### src/design/pad_pkg.sv
`timescale 1ns / 1ps
// ----------------------------------------------------------------------------
// pad_pkg: shared types for the parity alternating deque
// Item and result payloads, status codes and controller states.
// ----------------------------------------------------------------------------
package pad_pkg;

    localparam int DEPTH_DEFAULT = 64;
    localparam int WORD_W        = 32;
    localparam int HELD_W        = 7;

    typedef enum logic
    {
        OP_STORE    = 1'b0,
        OP_RETRIEVE = 1'b1
    } pad_op_t;

    typedef enum logic [1:0]
    {
        ST_STORED    = 2'd0,
        ST_RETRIEVED = 2'd1,
        ST_EMPTY     = 2'd2,
        ST_FULL      = 2'd3
    } pad_status_t;

    typedef enum logic
    {
        S_IDLE = 1'b0,
        S_DONE = 1'b1
    } pad_state_t;

    typedef struct packed
    {
        pad_op_t                   operation;
        logic signed [WORD_W-1:0]  value;
    } pad_in_t;

    typedef struct packed
    {
        logic signed [WORD_W-1:0]  read_value;
        pad_status_t               status;
        logic [HELD_W-1:0]         held_count;
        logic                      took_newest;
    } pad_out_t;

    typedef struct packed
    {
        logic step;
    } pad_cmd_t;

endpackage

### src/design/pad_ctrl.sv
`timescale 1ns / 1ps
// ----------------------------------------------------------------------------
// pad_ctrl: handshake controller
// Accepts an item, issues one step to the datapath, holds the result valid
// until taken. A new item is taken in the cycle the result leaves.
// ----------------------------------------------------------------------------
module pad_ctrl
(
    input  logic              clk,
    input  logic              rst_n,
    input  logic              item_valid,
    output logic              item_stall,
    output logic              result_valid,
    input  logic              result_stall,
    output pad_pkg::pad_cmd_t cmd
);
    import pad_pkg::*;

    pad_state_t state_reg;
    pad_state_t state_next;

    always_ff @(posedge clk or negedge rst_n)
    begin
        if (!rst_n)
        begin
            state_reg <= S_IDLE;
        end
        else
        begin
            state_reg <= state_next;
        end
    end

    always_comb
    begin
        item_stall   = (state_reg == S_DONE) && result_stall;
        result_valid = (state_reg == S_DONE);
        cmd.step     = item_valid && !item_stall;
        state_next   = state_reg;
        case (state_reg)
            S_IDLE:
            begin
                if (cmd.step)
                begin
                    state_next = S_DONE;
                end
            end
            S_DONE:
            begin
                if (cmd.step)
                begin
                    state_next = S_DONE;
                end
                else if (!result_stall)
                begin
                    state_next = S_IDLE;
                end
            end
            default:
            begin
                state_next = S_IDLE;
            end
        endcase
    end

endmodule

### src/design/pad_dp.sv
`timescale 1ns / 1ps
// ----------------------------------------------------------------------------
// pad_dp: ring buffer datapath
// Word memory, oldest and next-newest pointers, word count and result
// registers. Retrieve takes the newest word on odd count, else the oldest.
// ----------------------------------------------------------------------------
module pad_dp
#(
    parameter int DEPTH = pad_pkg::DEPTH_DEFAULT
)
(
    input  logic              clk,
    input  logic              rst_n,
    input  pad_pkg::pad_cmd_t cmd,
    input  pad_pkg::pad_in_t  item,
    output pad_pkg::pad_out_t result
);
    import pad_pkg::*;

    localparam int PW = (DEPTH > 1) ? $clog2(DEPTH) : 1;
    localparam int CW = $clog2(DEPTH + 1);
    localparam int EW = (CW > HELD_W) ? CW : HELD_W;
    localparam logic [PW-1:0] LAST_IDX = PW'(DEPTH - 1);
    localparam logic [CW-1:0] FULL_CNT = CW'(DEPTH);

    logic signed [WORD_W-1:0] mem [DEPTH];

    logic [PW-1:0]            oldest_reg;
    logic [PW-1:0]            oldest_next;
    logic [PW-1:0]            newest_next_reg;
    logic [PW-1:0]            newest_next_next;
    logic [CW-1:0]            count_reg;
    logic [CW-1:0]            count_next;
    pad_status_t              status_reg;
    pad_status_t              status_next;
    logic                     took_reg;
    logic                     took_next;
    logic signed [WORD_W-1:0] rd_data_reg;

    logic [PW-1:0]            rd_addr;
    logic                     wr_en;
    logic [EW-1:0]            count_ext;

    always_comb
    begin
        oldest_next      = oldest_reg;
        newest_next_next = newest_next_reg;
        count_next       = count_reg;
        status_next      = status_reg;
        took_next        = took_reg;
        rd_addr          = oldest_reg;
        wr_en            = 1'b0;
        if (cmd.step)
        begin
            took_next = 1'b0;
            case (item.operation)
                OP_STORE:
                begin
                    if (count_reg == FULL_CNT)
                    begin
                        status_next = ST_FULL;
                    end
                    else
                    begin
                        wr_en            = 1'b1;
                        newest_next_next = (newest_next_reg == LAST_IDX) ?
                                           '0 : newest_next_reg + 1'b1;
                        count_next       = count_reg + 1'b1;
                        status_next      = ST_STORED;
                    end
                end
                OP_RETRIEVE:
                begin
                    if (count_reg == '0)
                    begin
                        status_next = ST_EMPTY;
                    end
                    else
                    begin
                        if (count_reg[0])
                        begin
                            newest_next_next = (newest_next_reg == '0) ?
                                               LAST_IDX : newest_next_reg - 1'b1;
                            rd_addr          = newest_next_next;
                            took_next        = 1'b1;
                        end
                        else
                        begin
                            rd_addr     = oldest_reg;
                            oldest_next = (oldest_reg == LAST_IDX) ?
                                          '0 : oldest_reg + 1'b1;
                        end
                        count_next  = count_reg - 1'b1;
                        status_next = ST_RETRIEVED;
                    end
                end
                default:
                begin
                    status_next = ST_EMPTY;
                end
            endcase
        end
    end

    always_ff @(posedge clk or negedge rst_n)
    begin
        if (!rst_n)
        begin
            oldest_reg      <= '0;
            newest_next_reg <= '0;
            count_reg       <= '0;
        end
        else
        begin
            oldest_reg      <= oldest_next;
            newest_next_reg <= newest_next_next;
            count_reg       <= count_next;
        end
    end

    always_ff @(posedge clk)
    begin
        status_reg <= status_next;
        took_reg   <= took_next;
    end

    always_ff @(posedge clk)
    begin
        if (wr_en)
        begin
            mem[newest_next_reg] <= item.value;
        end
        if (cmd.step)
        begin
            rd_data_reg <= mem[rd_addr];
        end
    end

    assign count_ext = EW'(count_reg);

    always_comb
    begin
        result.read_value  = (status_reg == ST_RETRIEVED) ? rd_data_reg : '0;
        result.status      = status_reg;
        result.held_count  = count_ext[HELD_W-1:0];
        result.took_newest = took_reg;
    end

endmodule

### src/design/parity_alternating_deque_top.sv
`timescale 1ns / 1ps
// ----------------------------------------------------------------------------
// parity_alternating_deque_top: mixed stack/queue of signed 32-bit words
// Ring buffer of DEPTH words; retrieve takes newest on odd count, oldest on
// even count.
// ----------------------------------------------------------------------------
// Usage:
//   item channel (item_valid/item_stall/item): operation 0 stores value at
//   the newest end, 1 retrieves one word. Store into a full buffer is
//   dropped with status full; retrieve from empty gives 0 with status empty.
//   result channel (result_valid/result_stall/result): one result per item,
//   carrying the word, status, count held after the step and a newest flag.
//   Latency: the result is valid the cycle after the item is accepted.
//   Throughput: one item per cycle while results are taken; the memory read
//   is registered at the accept edge and the result register is freed in the
//   cycle it is taken, so a new item is taken in that same cycle.
//   A stalled result holds; item_stall is high while a result waits.
//   Reset empties the buffer (pointers and count cleared) and drops any
//   pending result. No clearing pass: memory contents are not reset.
// ----------------------------------------------------------------------------
module parity_alternating_deque_top
#(
    parameter int DEPTH = pad_pkg::DEPTH_DEFAULT
)
(
    input  logic              clk,
    input  logic              rst_n,
    input  logic              item_valid,
    output logic              item_stall,
    input  pad_pkg::pad_in_t  item,
    output logic              result_valid,
    input  logic              result_stall,
    output pad_pkg::pad_out_t result
);
    import pad_pkg::*;

    pad_cmd_t cmd;

    pad_ctrl u_ctrl
    (
        .clk          (clk),
        .rst_n        (rst_n),
        .item_valid   (item_valid),
        .item_stall   (item_stall),
        .result_valid (result_valid),
        .result_stall (result_stall),
        .cmd          (cmd)
    );

    pad_dp #(.DEPTH(DEPTH)) u_dp
    (
        .clk    (clk),
        .rst_n  (rst_n),
        .cmd    (cmd),
        .item   (item),
        .result (result)
    );

endmodule

### config.mk
export PLATFORM = sky130hd
export DESIGN_NAME = parity_alternating_deque_top
export DESIGN_NICKNAME = d
export VERILOG_FILES = /design/src/design/pad_pkg.sv /design/src/design/pad_ctrl.sv /design/src/design/pad_dp.sv /design/src/design/parity_alternating_deque_top.sv
export SDC_FILE = /design/constraint.sdc
export NUM_CORES = 2
export LEC_CHECK = 0
export ABC_CLOCK_PERIOD_IN_PS = 11230
export BUFFER_PORTS_ARGS = -buffer_cell sky130_fd_sc_hd__buf_2
export CAP_MARGIN = 20
export CORE_MARGIN = 2
export CORE_UTILIZATION = 55
export DETAILED_ROUTE_END_ITERATION = 10
export GPL_TIMING_DRIVEN = 0
export PLACE_DENSITY = 0.68
export SYNTH_ARGS = -nofsm -noshare
export SYNTH_HDL_FRONTEND = slang
export SYNTH_SLANG_ARGS = --single-unit
export TNS_END_PERCENT = 5
### constraint.sdc
create_clock -name clk -period 11.23 [get_ports clk]
set_input_delay 1.6845 -clock clk [delete_from_list [all_inputs] [get_ports clk]]
set_output_delay 1.6845 -clock clk [all_outputs]
set_load 0.1 [all_outputs]
==> results.cfg <==
[worst_setup_path]
r2r_slack_ns = 5.34
path_class = input pin to register
timing.rr.start = u_dp.newest_next_reg[0]
cp-start-kind = input pin
path_max_fanout = 42
arrival_ns = 6.53
cp.required_ns = 11.80
critPathCaptureType = register
r2r-end = u_dp.rd_data_reg[0]
reg2regPathDepth = 13

[timing]
relSlewSlack = 0.155
final.setup.worst_slack_ns = 5.26
period_needed_ns = 5.97
setup_viol = 0
skew_ns = 0.0490
fmax_mhz = 168
fin_crit_sh = 0.531
worstMarginPinSlew_ns = 1.25
final_hold_viol_count = 0
tns_ns = 0
slew_violations = 0
rsz0062_at_grt = no

[place]
place_congestion = 0.977
post_dp_cell_area_mm2 = 0.0891
place.detailed.hpwl_mm = 177
port_buffers = 80
post-place-ws_ns = 4.61

[synth]
syn-cell-area_mm2 = 0.0836
yosys.area_share.simple = 0.0894
async_reset_ff_frac = 0.00951
synth_cells = 5665
syn_avg_cell_area_um2 = 14.7
yosys.area_share.xor_xnor = 0.00126
synth.net_count = 5712
synth_edf_count = 2083
ys_seq_area_frac = 0.755
synth_compound_area_frac = 0.0825
synth_top_family_by_area = simple AND/OR/NAND/NOR gates
ys_ff_latch = 2103
yosys_warnings = 0
synth.area.mux_share = 0.0483
synth_cell_types = 68
synthAdderAreaFrac = 0.00159
ys.flop_type = edfxtp_1

[clock_network]
cts.path.max_buffers = 3
cts-hold-fix-buffers = 0
cts_buffers = 207
clock_sinks = 2103
tritoncts = done
cts_root_buf = clkbuf_16
postCtsSetupBuffers = 0
cts_resized = 0
clock_latency_ns = 0.87
path_clk_slew_ns = 0.06
cts_max_level = 4

[finish]
final_cell_mix = 2083 x edfxtp_1, 1060 x nand2_1, 400 x mux2i_1
final_common_cell = edfxtp_1
largest_register_ffs = 2048
fin_area_mm2 = 0.0958
num-nets-final = 6105
syn_to_final_growth_pct = 14.7
drive_above_1_share = 0.118

[pwr]
p_leak_nw = 32.5
cellPowerDensity_mw_per_mm2 = 249
swShare = 0.380
p_total_mw = 23.9
clkPwrFrac = 0.284
seqPwrFrac = 0.372
internal_power_mw = 14.8
p_switching_mw = 9.07
vdd_drop_max_uv = 157
combinationalPowerShare = 0.344

[hold_path]
min_to = u_dp.count_ext[5]
hp-start = u_dp.count_ext[5]
hold_class = register to register
whs_path_depth = 2

[grt]
grt_max_degree = 65
grt_use_total = 0.330
grt_overflow_total = 0
grt_pass1_wl_mm = 364
first_global_vias = 50706
antenna_found_initial = 17

[floorplanning]
chipWidth_um = 394
rows = 143
core-area_mm2 = 0.151
die_area_mm2 = 0.155
ioPinCount = 81
start_util = 0.552
die_h_um = 394

[flow_run]
cap_viol_max_count = 0

[route]
dr.pass1.iters = 6
drt-vias-per-instance = 6.46
routed_wl_mm = 259
drt_iter0_drc = 7859
vias = 53453
ant_nets = 0
wl_per_cell_um = 31.3
drc = 0

[run_status]
status = finished, final reports clean
## worst max-delay path: stages
cell and delay [ns]:
buf_2 0.08, a21bo_1 0.19, buf_6 0.14, inv_4 0.44, nand3_1 0.27, nand2_1 0.31
buf_2 0.49, buf_2 0.40, buf_1 0.91, mux2i_1 0.28, o22ai_1 0.26, o211a_1 0.40
a41oi_1 0.60
## worst max path at each step
stage / from / to / depth (start not counted)
after floorplan: item_valid / u_dp.mem[13][0] / 8
after global placement: item_valid / u_dp.mem[13][29] / 9
after detailed placement: item_valid / u_dp.rd_data_reg[4] / 13
after CTS: item_valid / u_dp.rd_data_reg[4] / 13
after global routing: item_valid / u_dp.rd_data_reg[0] / 13
final: item_valid / u_dp.rd_data_reg[0] / 13
## cell families after synthesis
group | after synthesis
mux | 403
xor+xnor | 12
flops | 2103
compound gates | 1015
fa+ha+maj | 10
buf+inv | 403
simple gates | 1719
## cell usage after synthesis (7+ instances only)
| library cell | instances | area [µm²] |
|---|---|---|
| a41oi_1 | 32 | 280 |
| buf_2 | 155 | 776 |
| nand3_1 | 281 | 1410 |
| nor2_1 | 92 | 345 |
| edfxtp_1 | 2083 | 62500 |
| o22ai_1 | 30 | 188 |
| o211a_1 | 31 | 310 |
| inv_1 | 7 | 26.3 |
| a22oi_1 | 126 | 946 |
| clkbuf_1 | 171 | 642 |
| o21ai_0 | 56 | 280 |
| and3_1 | 126 | 788 |
| nand2_1 | 1060 | 3980 |
| buf_4 | 29 | 218 |
| a221oi_1 | 63 | 552 |
| ha_1 | 9 | 113 |
| a31oi_1 | 43 | 269 |
| nor3_1 | 69 | 345 |
| a32oi_1 | 32 | 280 |
| buf_1 | 32 | 120 |
| mux2i_1 | 400 | 4000 |
| and2_1 | 33 | 206 |
| nand4_1 | 22 | 138 |
| a211oi_1 | 151 | 1130 |
| a21oi_1 | 352 | 1760 |
| a311o_1 | 30 | 300 |
| a311oi_1 | 34 | 298 |
| dfrtp_1 | 20 | 500 |
| xor2_1 | 7 | 61.3 |
## through the flow
stage / hold slack (ns) / instances / util
finish: 0.560 / 8273 / 0.633
global route: 0.589 / 8266 / 0.633
CTS: 0.552 / 8260 / 0.632
detailed placement: 0.535 / 7873 / 0.589
global placement: 0.523 / 7775 / 0.571
floorplan: 0.489 / 5665 / -
## power groups by stage
| stage | clock network (mW) | logic [mW] | registers, mW |
|---|---|---|---|
| final | 6.79 | 8.21 | 8.90 |
| after global routing | 7.11 | 8.50 | 8.91 |
| after CTS | 6.80 | 7.94 | 8.90 |
| after detailed placement | 0 | 7.89 | 9.06 |
| after global placement | 0 | 7.63 | 9.07 |
| after floorplan | 0 | 4.43 | 9.14 |
## layer usage
metal  vias to the layer above  part of all wire  GRT usage
li1                      22605                 -          -
met1                     26699              0.37      0.437
met2                      3516              0.46      0.508
met3                       629              0.11     0.0718
met4                         4             0.064      0.190
met5                         -           0.00010          0
## layout make-up
cell class              instances  area, µm²
plain buffers                 393       1820
repair buffers                184       2630
clock inverters               119       1100
multi-input cells            3159      19100
fillers                     10801      55500
diodes                          7       17.5
clock buffers                 268       5500
flip-flops and latches       2103      63100
well taps                    2030       2540
inverters                      10       40.0
(Power assumes the default switching activity.)
